**config.mk**
```make
export PLATFORM = sky130hd
export DESIGN_NAME = date_add_subtract_days_top
export DESIGN_NICKNAME = d
export VERILOG_FILES = /design/src/design/dasd_pkg.sv /design/src/design/dasd_datapath.sv /design/src/design/dasd_ctrl.sv /design/src/design/date_add_subtract_days_top.sv
export VERILOG_INCLUDE_DIRS = /design/src /design/src/design
export SDC_FILE = /design/constraint.sdc
export NUM_CORES = 1
export LEC_CHECK = 0
export BUFFER_PORTS_ARGS = -buffer_cell sky130_fd_sc_hd__buf_2
export CAP_MARGIN = 15
export CORE_MARGIN = 1.5
export CORE_UTILIZATION = 55
export CTS_BUF_LIST = sky130_fd_sc_hd__clkbuf_4 sky130_fd_sc_hd__clkbuf_8 sky130_fd_sc_hd__clkbuf_16
export DETAILED_ROUTE_END_ITERATION = 10
export GPL_ROUTABILITY_DRIVEN = 0
export MAX_ROUTING_LAYER = met4
export PLACE_DENSITY_LB_ADDON = 0.05
export SYNTH_ARGS = -nofsm -noshare
export SYNTH_HDL_FRONTEND = slang
export SYNTH_HIERARCHICAL = 1
export SYNTH_SLANG_ARGS = --single-unit
```
**constraint.sdc**
```tcl
create_clock -name clk -period 7.2 [get_ports clk]
set_input_delay 0.36 -clock clk [delete_from_list [all_inputs] [get_ports clk]]
set_output_delay 0.36 -clock clk [all_outputs]
set_load 0.01 [all_outputs]
```
**src/design/assert_macros.svh**
```systemverilog
// ----------------------------------------------------------------------------
// Assertion macros
// Shared concurrent assertion wrappers, compiled out for synthesis.
// ----------------------------------------------------------------------------
`ifndef ASSERT_MACROS_SVH
`define ASSERT_MACROS_SVH

`ifndef SYNTHESIS

// implication checked on every rising clock edge outside reset
`define ASSERT_CLK(lbl, clk_s, rst_s, prop, msg) \
    lbl: assert property (@(posedge clk_s) disable iff (!rst_s) prop) else $error(msg);

// same check, also active during reset
`define ASSERT_ALWAYS(lbl, clk_s, prop, msg) \
    lbl: assert property (@(posedge clk_s) prop) else $error(msg);

`else

`define ASSERT_CLK(lbl, clk_s, rst_s, prop, msg)
`define ASSERT_ALWAYS(lbl, clk_s, prop, msg)

`endif

`endif

```
**src/design/dasd_pkg.sv**
```systemverilog
// ----------------------------------------------------------------------------
// dasd_pkg
// Types, operation codes and calendar helpers for the date add/subtract block.
// ----------------------------------------------------------------------------
package dasd_pkg;

    localparam int InWidth  = 56;
    localparam int OutWidth = 64;

    // datapath operations
    localparam logic [3:0] OP_NONE       = 4'd0;
    localparam logic [3:0] OP_LOAD       = 4'd1;
    localparam logic [3:0] OP_MOD        = 4'd2;
    localparam logic [3:0] OP_CHECK      = 4'd3;
    localparam logic [3:0] OP_ADD_YEAR   = 4'd4;
    localparam logic [3:0] OP_SPLIT_INIT = 4'd5;
    localparam logic [3:0] OP_SPLIT_STEP = 4'd6;
    localparam logic [3:0] OP_SUB_INIT   = 4'd7;
    localparam logic [3:0] OP_SUB_YEAR   = 4'd8;
    localparam logic [3:0] OP_RESULT     = 4'd9;

    localparam logic [13:0] YEAR_CYCLE = 14'd400;
    localparam logic [2:0]  MOD_STEPS_LAST = 3'd5;

    typedef struct packed {
        logic [3:0] op;
        logic [2:0] shift;
    } cmd_t;

    typedef struct packed {
        logic valid;
        logic add_more;
        logic split_more;
        logic sub_more;
    } status_t;

    // leap test from the year's residue modulo 400
    function automatic logic leap_of(input logic [13:0] r);
        return (r[1:0] == 2'd0) && (r != 14'd100) && (r != 14'd200) && (r != 14'd300);
    endfunction

    function automatic logic [8:0] year_len(input logic leap);
        return leap ? 9'd366 : 9'd365;
    endfunction

    function automatic logic [4:0] month_len(input logic [3:0] m, input logic leap);
        logic [4:0] len;
        case (m) inside
            4'd4, 4'd6, 4'd9, 4'd11: len = 5'd30;
            4'd2:                    len = leap ? 5'd29 : 5'd28;
            default:                 len = 5'd31;
        endcase
        return len;
    endfunction

    // days before the first of month m in a common year
    function automatic logic [8:0] days_before(input logic [3:0] m);
        logic [8:0] d;
        case (m)
            4'd2:    d = 9'd31;
            4'd3:    d = 9'd59;
            4'd4:    d = 9'd90;
            4'd5:    d = 9'd120;
            4'd6:    d = 9'd151;
            4'd7:    d = 9'd181;
            4'd8:    d = 9'd212;
            4'd9:    d = 9'd243;
            4'd10:   d = 9'd273;
            4'd11:   d = 9'd304;
            4'd12:   d = 9'd334;
            default: d = 9'd0;
        endcase
        return d;
    endfunction

endpackage

```
**src/design/dasd_datapath.sv**
```systemverilog
// ----------------------------------------------------------------------------
// dasd_datapath
// Date registers, year residue, ordinal stepping and the result register.
// ----------------------------------------------------------------------------
module dasd_datapath (
    input  logic                          clk,
    input  logic [dasd_pkg::InWidth-1:0]  in_data,
    input  dasd_pkg::cmd_t                cmd,
    output dasd_pkg::status_t             status,
    output logic [dasd_pkg::OutWidth-1:0] out_data
);

    logic [4:0]         day_reg,   day_next;
    logic [3:0]         month_reg, month_next;
    logic [15:0]        sub_reg,   sub_next;
    logic [15:0]        add_reg,   add_next;
    logic [13:0]        res_reg,   res_next;    // year modulo 400
    logic signed [15:0] year_reg,  year_next;
    logic signed [17:0] ord_reg,   ord_next;    // ordinal within year_reg
    logic [8:0]         rem_reg,   rem_next;    // ordinal left for month split
    logic [3:0]         mon_reg,   mon_next;
    logic               valid_reg, valid_next;
    logic               leap0_reg, leap0_next;
    logic [8:0]         doy_reg,   doy_next;
    logic [4:0]         sday_reg,  sday_next;
    logic [3:0]         smon_reg,  smon_next;
    logic [13:0]        syear_reg, syear_next;
    logic [dasd_pkg::OutWidth-1:0] out_reg, out_next;

    logic        leap;
    logic [13:0] res_dec;
    logic        leap_prev;
    logic [13:0] mod_div;
    logic [4:0]  cur_mlen;
    logic [4:0]  in_mlen;
    logic        in_ok;

    assign leap      = dasd_pkg::leap_of(res_reg);
    assign res_dec   = (res_reg == 14'd0) ? (dasd_pkg::YEAR_CYCLE - 14'd1) : (res_reg - 14'd1);
    assign leap_prev = dasd_pkg::leap_of(res_dec);
    assign mod_div   = dasd_pkg::YEAR_CYCLE << cmd.shift;
    assign cur_mlen  = dasd_pkg::month_len(mon_reg, leap);
    assign in_mlen   = dasd_pkg::month_len(month_reg, leap);
    assign in_ok     = (month_reg >= 4'd1) && (month_reg <= 4'd12) &&
                       (day_reg != 5'd0) && (day_reg <= in_mlen);

    assign status.valid      = valid_reg;
    assign status.add_more   = ord_reg > $signed({9'd0, dasd_pkg::year_len(leap)});
    assign status.split_more = (mon_reg < 4'd12) && (rem_reg > {4'd0, cur_mlen});
    assign status.sub_more   = ord_reg[17] || (ord_reg == 18'sd0);

    assign out_data = out_reg;

    always_comb
    begin
        day_next   = day_reg;
        month_next = month_reg;
        add_next   = add_reg;
        sub_next   = sub_reg;
        res_next   = res_reg;
        year_next  = year_reg;
        ord_next   = ord_reg;
        rem_next   = rem_reg;
        mon_next   = mon_reg;
        valid_next = valid_reg;
        leap0_next = leap0_reg;
        doy_next   = doy_reg;
        sday_next  = sday_reg;
        smon_next  = smon_reg;
        syear_next = syear_reg;
        out_next   = out_reg;
        case (cmd.op)
            dasd_pkg::OP_LOAD:
            begin
                day_next   = in_data[4:0];
                month_next = in_data[8:5];
                res_next   = in_data[22:9];
                year_next  = $signed({2'b00, in_data[22:9]});
                add_next   = in_data[38:23];
                sub_next   = in_data[54:39];
            end
            dasd_pkg::OP_MOD:
            begin
                // restoring reduction by 400 shifted
                if (res_reg >= mod_div)
                begin
                    res_next = res_reg - mod_div;
                end
            end
            dasd_pkg::OP_CHECK:
            begin
                valid_next = in_ok;
                leap0_next = leap;
                doy_next   = dasd_pkg::days_before(month_reg) + {4'd0, day_reg} +
                             {8'd0, leap && (month_reg > 4'd2)};
                ord_next   = $signed({9'd0, doy_next} + {2'd0, add_reg});
            end
            dasd_pkg::OP_ADD_YEAR:
            begin
                ord_next  = ord_reg - $signed({9'd0, dasd_pkg::year_len(leap)});
                year_next = year_reg + 16'sd1;
                res_next  = (res_reg == dasd_pkg::YEAR_CYCLE - 14'd1) ? 14'd0 : res_reg + 14'd1;
            end
            dasd_pkg::OP_SPLIT_INIT:
            begin
                rem_next = ord_reg[8:0];
                mon_next = 4'd1;
            end
            dasd_pkg::OP_SPLIT_STEP:
            begin
                rem_next = rem_reg - {4'd0, cur_mlen};
                mon_next = mon_reg + 4'd1;
            end
            dasd_pkg::OP_SUB_INIT:
            begin
                sday_next  = rem_reg[4:0];
                smon_next  = mon_reg;
                syear_next = year_reg[13:0];
                ord_next   = ord_reg - $signed({2'd0, sub_reg});
            end
            dasd_pkg::OP_SUB_YEAR:
            begin
                ord_next  = ord_reg + $signed({9'd0, dasd_pkg::year_len(leap_prev)});
                year_next = year_reg - 16'sd1;
                res_next  = res_dec;
            end
            dasd_pkg::OP_RESULT:
            begin
                if (valid_reg)
                begin
                    out_next = {6'd0, year_reg[14:0], mon_reg, rem_reg[4:0],
                                syear_reg, smon_reg, sday_reg, doy_reg, leap0_reg, 1'b1};
                end
                else
                begin
                    out_next = '0;
                end
            end
            default:
            begin
            end
        endcase
    end

    always_ff @(posedge clk)
    begin
        day_reg   <= day_next;
        month_reg <= month_next;
        add_reg   <= add_next;
        sub_reg   <= sub_next;
        res_reg   <= res_next;
        year_reg  <= year_next;
        ord_reg   <= ord_next;
        rem_reg   <= rem_next;
        mon_reg   <= mon_next;
        valid_reg <= valid_next;
        leap0_reg <= leap0_next;
        doy_reg   <= doy_next;
        sday_reg  <= sday_next;
        smon_reg  <= smon_next;
        syear_reg <= syear_next;
        out_reg   <= out_next;
    end

endmodule

```
**src/design/dasd_ctrl.sv**
```systemverilog
// ----------------------------------------------------------------------------
// dasd_ctrl
// Sequencer for the date block: handshakes and datapath operations.
// ----------------------------------------------------------------------------
module dasd_ctrl (
    input  logic              clk,
    input  logic              rst_n,
    input  logic              in_valid,
    output logic              in_ready,
    output logic              out_valid,
    input  logic              out_ready,
    input  dasd_pkg::status_t status,
    output dasd_pkg::cmd_t    cmd
);

    localparam logic [2:0] S_IDLE       = 3'd0;
    localparam logic [2:0] S_MOD        = 3'd1;
    localparam logic [2:0] S_CHECK      = 3'd2;
    localparam logic [2:0] S_ADD        = 3'd3;
    localparam logic [2:0] S_SPLIT_SUM  = 3'd4;
    localparam logic [2:0] S_SUB        = 3'd5;
    localparam logic [2:0] S_SPLIT_DIFF = 3'd6;
    localparam logic [2:0] S_FINISH     = 3'd7;

    logic [2:0] state_reg, state_next;
    logic [2:0] shift_reg, shift_next;
    logic       oval_reg,  oval_next;

    assign in_ready  = (state_reg == S_IDLE);
    assign out_valid = oval_reg;

    always_comb
    begin
        state_next = state_reg;
        shift_next = shift_reg;
        oval_next  = oval_reg;
        cmd.op     = dasd_pkg::OP_NONE;
        cmd.shift  = shift_reg;
        if (oval_reg && out_ready)
        begin
            oval_next = 1'b0;
        end
        case (state_reg)
            S_IDLE:
            begin
                if (in_valid)
                begin
                    cmd.op     = dasd_pkg::OP_LOAD;
                    shift_next = dasd_pkg::MOD_STEPS_LAST;
                    state_next = S_MOD;
                end
            end
            S_MOD:
            begin
                cmd.op = dasd_pkg::OP_MOD;
                if (shift_reg == 3'd0)
                begin
                    state_next = S_CHECK;
                end
                else
                begin
                    shift_next = shift_reg - 3'd1;
                end
            end
            S_CHECK:
            begin
                cmd.op     = dasd_pkg::OP_CHECK;
                state_next = S_ADD;
            end
            S_ADD:
            begin
                if (!status.valid)
                begin
                    state_next = S_FINISH;
                end
                else if (status.add_more)
                begin
                    cmd.op = dasd_pkg::OP_ADD_YEAR;
                end
                else
                begin
                    cmd.op     = dasd_pkg::OP_SPLIT_INIT;
                    state_next = S_SPLIT_SUM;
                end
            end
            S_SPLIT_SUM:
            begin
                if (status.split_more)
                begin
                    cmd.op = dasd_pkg::OP_SPLIT_STEP;
                end
                else
                begin
                    cmd.op     = dasd_pkg::OP_SUB_INIT;
                    state_next = S_SUB;
                end
            end
            S_SUB:
            begin
                if (status.sub_more)
                begin
                    cmd.op = dasd_pkg::OP_SUB_YEAR;
                end
                else
                begin
                    cmd.op     = dasd_pkg::OP_SPLIT_INIT;
                    state_next = S_SPLIT_DIFF;
                end
            end
            S_SPLIT_DIFF:
            begin
                if (status.split_more)
                begin
                    cmd.op = dasd_pkg::OP_SPLIT_STEP;
                end
                else
                begin
                    state_next = S_FINISH;
                end
            end
            S_FINISH:
            begin
                // load the result once the output register is free
                if (!oval_reg || out_ready)
                begin
                    cmd.op     = dasd_pkg::OP_RESULT;
                    oval_next  = 1'b1;
                    state_next = S_IDLE;
                end
            end
            default:
            begin
                state_next = S_IDLE;
            end
        endcase
    end

    always_ff @(posedge clk or negedge rst_n)
    begin
        if (!rst_n)
        begin
            state_reg <= S_IDLE;
            shift_reg <= 3'd0;
            oval_reg  <= 1'b0;
        end
        else
        begin
            state_reg <= state_next;
            shift_reg <= shift_next;
            oval_reg  <= oval_next;
        end
    end

endmodule

```
**src/design/date_add_subtract_days_top.sv**
```systemverilog
// ----------------------------------------------------------------------------
// date_add_subtract_days_top
// Gregorian date check, day-of-year, add days then subtract days.
// ----------------------------------------------------------------------------
// Channel   Direction  Payload
// s_axis    in         start date, days to add, days to subtract
// m_axis    out        validity, leap flag, day of year, sum date, diff date
//
// One item at a time: the result follows the input transfer after the year
// residue reduction and the date check, plus one step per year crossed by the
// addition and by the subtraction, plus one per month stepped in each of the
// two date splits. The next input transfer can follow in the cycle after the
// result is loaded. A finished result waits in the output register while the
// next item is accepted. Reset clears the sequencer and the output valid flag
// only.
module date_add_subtract_days_top (
    input  logic        clk,
    input  logic        rst_n,
    input  logic        s_axis_tvalid,
    output logic        s_axis_tready,
    // day_in[4:0], month_in[8:5], year_in[22:9], add_days[38:23],
    // sub_days[54:39], zero fill[55]
    input  logic [55:0] s_axis_tdata,
    output logic        m_axis_tvalid,
    input  logic        m_axis_tready,
    // date_valid[0], is_leap[1], day_of_year[10:2], sum_day[15:11],
    // sum_month[19:16], sum_year[33:20], diff_day[38:34], diff_month[42:39],
    // diff_year[57:43], zero fill[63:58]
    output logic [63:0] m_axis_tdata
);

    dasd_pkg::cmd_t    cmd;
    dasd_pkg::status_t status;

    dasd_ctrl u_ctrl (
        .clk       (clk),
        .rst_n     (rst_n),
        .in_valid  (s_axis_tvalid),
        .in_ready  (s_axis_tready),
        .out_valid (m_axis_tvalid),
        .out_ready (m_axis_tready),
        .status    (status),
        .cmd       (cmd)
    );

    dasd_datapath u_datapath (
        .clk      (clk),
        .in_data  (s_axis_tdata),
        .cmd      (cmd),
        .status   (status),
        .out_data (m_axis_tdata)
    );

`include "assert_macros.svh"

    // the block is busy after taking an item
    `ASSERT_CLK(a_busy_after_in, clk, rst_n, (s_axis_tvalid && s_axis_tready) |=> !s_axis_tready, "input accepted while busy")
    // an invalid date gives an all-zero result
    `ASSERT_CLK(a_invalid_zero, clk, rst_n, (m_axis_tvalid && !m_axis_tdata[0]) |-> (m_axis_tdata[63:1] == 63'd0), "invalid date with nonzero fields")
    // a valid date gives a real day of year and sum month
    `ASSERT_CLK(a_valid_ranges, clk, rst_n, (m_axis_tvalid && m_axis_tdata[0]) |-> ((m_axis_tdata[10:2] != 9'd0) && (m_axis_tdata[19:16] != 4'd0) && (m_axis_tdata[19:16] <= 4'd12)), "result fields out of range")

endmodule
```
Word-level counts from Yosys, hierarchy flattened
Memories as Yosys holds them, arrays and structs flattened. A register that Yosys moved wholly into a read port is not among the register bits. Cells that the tools add are included.

Flip-flop bits (word level): 207. Bits in latches: 0. Memory bits (writable): 0. Bits in read-only memories: 144. Bits of input ports: 60. Logic and storage cells: 159. Memories: 1.

Add/subtract/negate cells: 14. Multipliers: 0. Div/mod/pow operators: 0. $lt $le $gt $ge: 8. Equal/unequal tests: 42. Shift-type cells: 1. Mux-type cells: 41. Bitwise gates (word level): 0. Reduce and logical (&&, ||, !) cells: 32.

Memory list: (no name shown) (depth 16, bits a word 9, read ports 1, clocked after Yosys merged registers in 1, wr ports 0, line dasd_pkg.sv:59) `case (m)`.

Operator list (number): case mux 18 bit (4 select lines) (1); case mux 14 bit (4 select lines) (1); case mux 16 bit (3 select lines) (1); 2-to-1 mux 14 bit (3); 2-to-1 mux 3 bit (11); equality test 4 x 3 -> 1 bit, second input constant (8); case mux 4 bit (8 select lines) (1); inequality test 14 x 7 -> 1 bit, second input constant (2); inequality test 14 x 8 -> 1 bit, second input constant (2); inequality test 14 x 9 -> 1 bit, second input constant (2); equality test 4 bit, second input constant (6); case mux 3 bit (8 select lines) (1); 2-to-1 mux 5 bit (4); adder 18 x 10 -> 18 bit (1); greater-than comparator 18 x 10 -> 1 bit (1); logical NOT 18 bit (1); case mux 9 bit (2 select lines) (1); subtractor 18 x 10 -> 18 bit (1); subtractor 18 x 17 -> 18 bit (1); adder 9 x 16 -> 17 bit (1); adder 16 x 2 -> 16 bit, second input constant (1); equality test 4 x 2 -> 1 bit, second input constant (4); 2-to-1 mux 4 bit (4); subtractor 16 x 2 -> 16 bit, second input constant (1); 43 further kinds (78).

Logic depth before layout (Yosys ltp)
Gate-level depths: netlist of run 1.

Word-level depth: 17. Gate-level depth with buffers: 36.

Cells and area by module
The synthesis of run 1 kept the hierarchy.

By module, submodules not included: dasd_datapath (instances 1, cells an instance 1157, area an instance 12351.8 µm², sequential area each 5975.7 µm²); dasd_ctrl (instances 1, cells an instance 66, area an instance 516.7 µm², sequential area each 175.2 µm²).

Least setup slack after synthesis of run 1
Ideal clock, no wire load.

Kind: register -> register. From: register u_datapath.res_reg[3]. To: register u_datapath.res_reg[0] (enable). Arrival: 6462 ps. Data required time: 6810 ps. Path slack: 348 ps. Stages on the path, launching flop included: 22. Cell sequence: edfxtp_1 > clkbuf_1 > buf_2 > nand2b_1 > nor4_1 > nand3_1 > nand3_1 > ha_1 > fa_1 > nand3b_1 > a21oi_1 > o21a_1 > o41ai_1 > a21oi_1 > o21ai_0 > a221oi_1 > a21oi_1 > nand2b_1 > nor3_2 > nand2b_1 > nor2_1 > a21oi_1.

RTL lines: from (decl) (line dasd_datapath.sv:17) `logic [13:0] res_reg, res_next;`; from (signal assigned) (line dasd_datapath.sv:151) `res_reg <= res_next;`.

==> results of run 1 <==
## worst register-to-register path: cells and delay by family, from the launching register on
family / cells / cell delay (ns)
AOI/OAI and AO/OA: 15 / 3.25
and+or+nand+nor: 8 / 1.57
adders and majority gates: 3 / 1.07
DFF: 1 / 0.52
buffers and inverters: 2 / 0.16
## synthesized netlist by cell type, types with 4 or more instances
| library cell | count | area share, % |
|---|---|---|
| edfxtp_1 | 193 | 45 |
| nand2_1 | 107 | 3.1 |
| nor2_1 | 87 | 2.5 |
| ha_1 | 82 | 8.0 |
| o21ai_0 | 75 | 2.9 |
| and2_1 | 65 | 3.2 |
| a21oi_1 | 60 | 2.3 |
| xnor2_1 | 54 | 3.7 |
| xor2_1 | 45 | 3.1 |
| inv_1 | 42 | 1.2 |
| nor3_1 | 40 | 1.6 |
| clkbuf_1 | 35 | 1.0 |
| nand3_1 | 23 | 0.89 |
| a21o_1 | 22 | 1.3 |
| a22oi_1 | 15 | 0.88 |
| nand2b_1 | 15 | 0.73 |
| mux2i_1 | 14 | 1.1 |
| a31oi_1 | 13 | 0.63 |
| a211oi_1 | 12 | 0.70 |
| nand4_1 | 12 | 0.58 |
| o211ai_1 | 11 | 0.64 |
| nor4_1 | 10 | 0.49 |
| and3_1 | 9 | 0.44 |
| buf_2 | 9 | 0.35 |
| dfxtp_1 | 9 | 1.4 |
| nor2b_1 | 9 | 0.44 |
| o221ai_1 | 9 | 0.61 |
| or3_1 | 8 | 0.39 |
| buf_4 | 7 | 0.41 |
| dfrtp_1 | 7 | 1.4 |
| fa_1 | 7 | 1.1 |
| a211o_1 | 6 | 0.41 |
| a221oi_1 | 6 | 0.41 |
| o21bai_1 | 6 | 0.35 |
| or2_2 | 6 | 0.29 |
| a221o_1 | 5 | 0.39 |
| a41oi_1 | 5 | 0.34 |
| nor3b_1 | 5 | 0.29 |
| o21a_1 | 5 | 0.29 |
| mux2_2 | 4 | 0.35 |
| nor3_2 | 4 | 0.31 |
| o22ai_1 | 4 | 0.19 |
| or4_1 | 4 | 0.23 |
## routing by layer
metal	GRT usage, %	routed length [µm]	up-vias
met3	2.86	1480	68
met1	30.5	12500	4640
met5	-	0	-
li1	-	-	4782
met2	41.5	14200	307
met4	9.07	939	0
## through the flow
stage	instances	TNS, ns	area [µm²]
floorplan	1228	0	12900
global placement	1641	0	13900
detailed placement	1641	0	13900
CTS	1684	0	14700
global route	1687	-0.0454	14800
finish	1687	0	14800
## repair_timing
item                                   in CTS  in global routing
hold buffers                                1                  0
setup buffers                               0                  3
endpoints found under the hold margin       7                  0
setup endpoints to repair                   0                  3
gates resized for setup                     0                  8
## area by class of cell
type                            count  area (µm²)  area share, %
Clock buffer                       28         649           4.39
Clock inverter                     14         173           1.17
Inverter                           45         170           1.15
Multi-Input combinational cell    919        6340           42.9
Sequential cell                   209        6150           41.6
Tap cell                          313         392           2.65
Timing Repair Buffer              159         901           6.09
## how the worst max path moves through the flow
stage	from	endpoint	slack, ns	depth (start not counted)
6_report	u_datapath/res_reg[4]	u_datapath/ord_reg[16]	0.40	28
5_1_grt	u_datapath/res_reg[4]	u_datapath/ord_reg[16]	-0.05	28
4_1_cts	u_datapath/res_reg[12]	u_datapath/ord_reg[16]	0.05	27
3_5_place_dp	u_datapath/res_reg[12]	u_datapath/ord_reg[16]	0.19	27
3_3_place_gp	u_datapath/res_reg[12]	u_datapath/ord_reg[16]	0.41	27
2_1_floorplan	u_datapath/res_reg[3]	u_datapath/res_reg[0]	0.35	21
## cell families (layout without fill, tap and decap cells)
group | count (synthesis) | count (layout) | share of synthesized area (%)
XOR/XNOR | 99 | 99 | 6.74
AND/OR/NAND/NOR | 419 | 419 | 16.8
flip-flops | 209 | 209 | 47.8
AO/OA/AOI/OAI | 288 | 288 | 14.7
buffers and inverters | 100 | 246 | 3.48
multiplexers | 18 | 18 | 1.44
adder cells (fa/ha/maj) | 89 | 89 | 9.06
other | 1 | 6 | 0.0291
==> key figures, run 1 <==
Finish
  – Fillers: 1831
  – ANT cells: 0
  – Most common cell after layout, fill and taps aside: edfxtp_1
  – Layout cells sized above 1: 17.2%
  – Final nets: 1507
  – P&R area growth vs syn: 14.9%
  – Most frequent cells in the layout: edfxtp_1, buf_2, nand2_1, nor2_1, ha_1
  – Final core utilization: 64.9%
  – Max reg flops: 58

Drt
  – WL/cell: 17.3 µm
  – Via density: 5.81
  – Vias: 9797
  – DRC: 0
  – DR pass1 iterations: 7
  – Post-Route WL: 29200 µm
  – Antenna Nets Post-Route: 0
  – Iteration-0 DRC Markers: 732

GRT
  – All-Layer GR Usage: 24.6%
  – Vias in the first global route: 9376
  – Antenna violations before repair: 0
  – Largest net degree at the start of global routing: 63
  – First-pass GRT wire length: 46400 µm
  – Total grt overflow: 0

STA
  – Clock skew: 0.0253 ns
  – Hold Vio Cnt, Final: 0
  – Ratio of final minimum period to clock period: 94.5%
  – Peak Freq: 147 MHz
  – Relative slew slack: 29.6%
  – Final Max Tran Viols: 0
  – Finish-stage setup viols: 0
  – Hold Worst Slack: 0.0198 ns
  – Tmin final: 6.80 ns
  – Final WS setup: 0.396 ns
  – Worst-margin pin slew: 1.05 ns

Clocking
  – Root Driver: clkbuf_16
  – Clock transition at path regs: 0.06 ns
  – Latest clock arrival within the worst-skew pair: 0.53 ns
  – Cts bufs inserted: 24
  – Clk sink count: 209
  – TritonCTS clock tree: done
  – H-tree depth: 1
  – Longest Clk Path Bufs: 3

Die
  – IO Count: 126
  – Die Span X: 156 µm
  – FP Rows: 55
  – Initial core utilization: 56.5%
  – Die H: 156 µm
  – Die area: 24300 µm²
  – Core Area: 22800 µm²

Yosys
  – Async SR Flop Fraction: 3.35%
  – Seq/Total Area, Yosys: 47.8%
  – Synth Flop Type: edfxtp_1
  – Mapped Cells: 1223
  – Synth Cell Area: 12900 µm²
  – Number of enable flip-flop cells after synthesis: 193
  – Yosys warnings: 6
  – Mean Syn Cell Area: 10.5 µm²
  – Register bit count reported by yosys: 209
  – Netlist cell types: 76

Setup path
  – Critical path required time: 7.46 ns
  – Crit path max-delay family: compound AO/OA/AOI/OAI gates
  – Kind of critical path: flip-flop to flip-flop
  – CP arrival: 7.07 ns
  – Slowest-stage cell, CP: edfxtp_1
  – CP peak stage delay: 0.52 ns
  – CP Capture Type: flip-flop
  – Worst Path Buf+Inv: 2
  – Worst Setup Start Kind: flip-flop
  – CP Max Fanout: 8
  – RR Startpoint: u_datapath/res_reg[4]
  – R2R Setup Slk: 0.40 ns
  – Worst Reg-to-Reg Cells: 28
  – Reg-to-Reg End: u_datapath/ord_reg[16]

Min path
  – Hold path start: s_axis_tdata[26]
  – Worst hold path class: primary input to flip-flop
  – Hold worst-path end: u_datapath/add_reg[3]
  – Hold Path Depth: 1

Outcome
  – Status: finished clean

Placed design
  – Place WS: 0.192 ns
  – IO Port Bufs: 118
  – HPWL after DPL: 21000 µm

Job
  – Count of max-cap constraint violations: 0
Power of run 1 is left out: the tool's default activity adds up to more than one toggle a clock period on the data nets, which glitch-free logic cannot reach.
==> run 2: changes to the inputs <==
--- a/config.mk
+++ b/config.mk
@@ -9,7 +9,7 @@
 export BUFFER_PORTS_ARGS = -buffer_cell sky130_fd_sc_hd__buf_2
 export CAP_MARGIN = 15
 export CORE_MARGIN = 1.5
-export CORE_UTILIZATION = 55
+export CORE_UTILIZATION = 40
 export CTS_BUF_LIST = sky130_fd_sc_hd__clkbuf_4 sky130_fd_sc_hd__clkbuf_8 sky130_fd_sc_hd__clkbuf_16
 export DETAILED_ROUTE_END_ITERATION = 10
 export GPL_ROUTABILITY_DRIVEN = 0
==> run 2 against run 1 <==
Sequential share of layout area down 1.1 points. Critical path depth is 1 lower. Wire length grew 8.4%. Global-route usage is 4.8 points lower. Worst hold slack lost 0.0017 ns. Register-to-register slack gained 0.13 ns. Cell area grew 2.7%. Die area up 37%. Largest cell class unchanged.
==> key figures, run 2 (same netlist as run 1, synthesis figures left out) <==
STA
  – Setup TNS: 0 ns
  – RSZ-0062 raised after global routing: false
  – Tmin final: 6.68 ns
  – Peak Freq: 150 MHz
  – Hold Vio Cnt, Final: 0
  – Finish-stage setup viols: 0
  – Final Max Tran Viols: 0
  – Relative slew slack: 24.5%
  – Clock skew: 0.0315 ns
  – Hold Worst Slack: 0.0182 ns
  – Ratio of final minimum period to clock period: 92.7%
  – Worst-margin pin slew: 1.13 ns

Setup path
  – Critical path required time: 7.48 ns
  – Number of cells on the critical path: 27
  – Crit path max-delay family: compound AO/OA/AOI/OAI gates
  – CP Capture Type: flip-flop
  – Worst Reg-to-Reg Cells: 27
  – Slowest-stage cell, CP: edfxtp_1
  – Worst Path Buf+Inv: 2
  – CP Max Fanout: 4
  – CP arrival: 6.96 ns
  – Worst Setup Start Kind: flip-flop
  – CP peak stage delay: 0.45 ns
  – Kind of critical path: flip-flop to flip-flop

Finish
  – P&R area growth vs syn: 17.9%
  – Fillers: 2973
  – Most common cell after layout, fill and taps aside: edfxtp_1
  – Layout cells sized above 1: 17.0%
  – Most frequent cells in the layout: edfxtp_1, buf_2, nand2_1, nor2_1, ha_1
  – Max reg flops: 58
  – Seq. cell area: 6150 µm²
  – ANT cells: 0
  – Multi-input logic area: 6340 µm²
  – Final nets: 1540

Drt
  – Antenna Nets Post-Route: 0
  – Iteration-0 DRC Markers: 632
  – Via density: 5.37
  – DRC: 0
  – WL/cell: 17.4 µm
  – Vias: 9733
  – Post-Route WL: 31600 µm
  – DR pass1 iterations: 5

Clocking
  – Longest Clk Path Bufs: 3
  – H-tree depth: 1
  – Root Driver: clkbuf_16
  – Latest clock arrival within the worst-skew pair: 0.55 ns
  – Clock transition at path regs: 0.06 ns
  – Clk sink count: 209
  – Cts bufs inserted: 25
  – TritonCTS clock tree: done

GRT
  – Total grt overflow: 0
  – Vias in the first global route: 9460
  – Largest net degree at the start of global routing: 63
  – Antenna violations before repair: 0
  – First-pass GRT wire length: 50900 µm
  – All-Layer GR Usage: 19.8%

Job
  – Count of max-cap constraint violations: 0

Min path
  – Hold Path Depth: 1
  – Worst hold path class: primary input to flip-flop

Die
  – IO Count: 126
  – Die area: 33300 µm²
  – FP Rows: 65
  – Core Area: 31600 µm²
  – Die Span X: 182 µm
  – Die H: 182 µm
  – Initial core utilization: 40.7%

Outcome
  – Status: finished clean

Placed design
  – IO Port Bufs: 118
  – HPWL after DPL: 23100 µm
run 2: changes by cell type in the layout (fill, tap and decap cells not counted), moves of 2 or more:
cell,delta
clkbuf_4,+6
buf_4,+3
clkbuf_8,-2
clkinv_2,+2
inv_6,-3
bufinv_16,-2
clkinv_1,+2
dlygate4sd3_1,+29
run 2: path summary, 6_finish.rpt:
kind | from | endpoint | slack [ns]
worst max register to register | u_datapath/res_reg[13] | u_datapath/ord_reg[16] | 0.52
max in group asynchronous | rst_n | u_ctrl/out_valid | 6.81
worst min register to register | u_datapath/year_reg[4] | u_datapath/syear_reg[4] | 0.48
min in group asynchronous | rst_n | u_ctrl/shift_reg[2] | 0.21
worst min-delay path | s_axis_tdata[47] | u_datapath/sub_reg[8] | 0.02
worst max-delay path | u_datapath/res_reg[13] | u_datapath/ord_reg[16] | 0.52
run 2: layer usage:
layer	part of all wire, %	up-vias	GRT usage, %
li1	-	4862	-
met1	46	4544	25.6
met2	47	273	32.5
met3	4.6	54	2.37
met4	2.9	0	6.08
met5	0	-	-
run 2: through the flow:
step	setup WS, ns	utilization (%)	instance area [µm²]	cells
finish	0.523	48.0	15200	1812
detailed placement	0.250	44.3	14000	1734
global placement	0.318	44.3	14000	1734
global route	0.0552	48.0	15200	1812
floorplan	0.348	-	12900	1228
CTS	0.146	47.8	15100	1810
run 2: cell type report:
type                    instances  area share (%)
multi-input cells             919            41.8
flip-flops and latches        209            40.5
repair buffers                191            8.00
clock buffers                  33            4.56
well taps                     402            3.32
inverters                      45            1.12
clock inverters                13           0.701
run 2: repair_timing:
action                                  CTS  global route
endpoints found under the hold margin    36             0
endpoints found under the setup margin    0             5
buffers inserted                          0             2
hold buffers                             30             0
gates resized for setup                   0             6
run 2: worst reg2reg max path, delay by kind of cell, from the launching register on:
family	cells	cell delay, ns
AND/OR/NAND/NOR	7	1.63
flip-flops	1	0.45
AO/OA/AOI/OAI	15	3.07
adder cells (fa/ha/maj)	3	1.08
buffers and inverters	2	0.17
Power of run 2 is left out for the same reason.
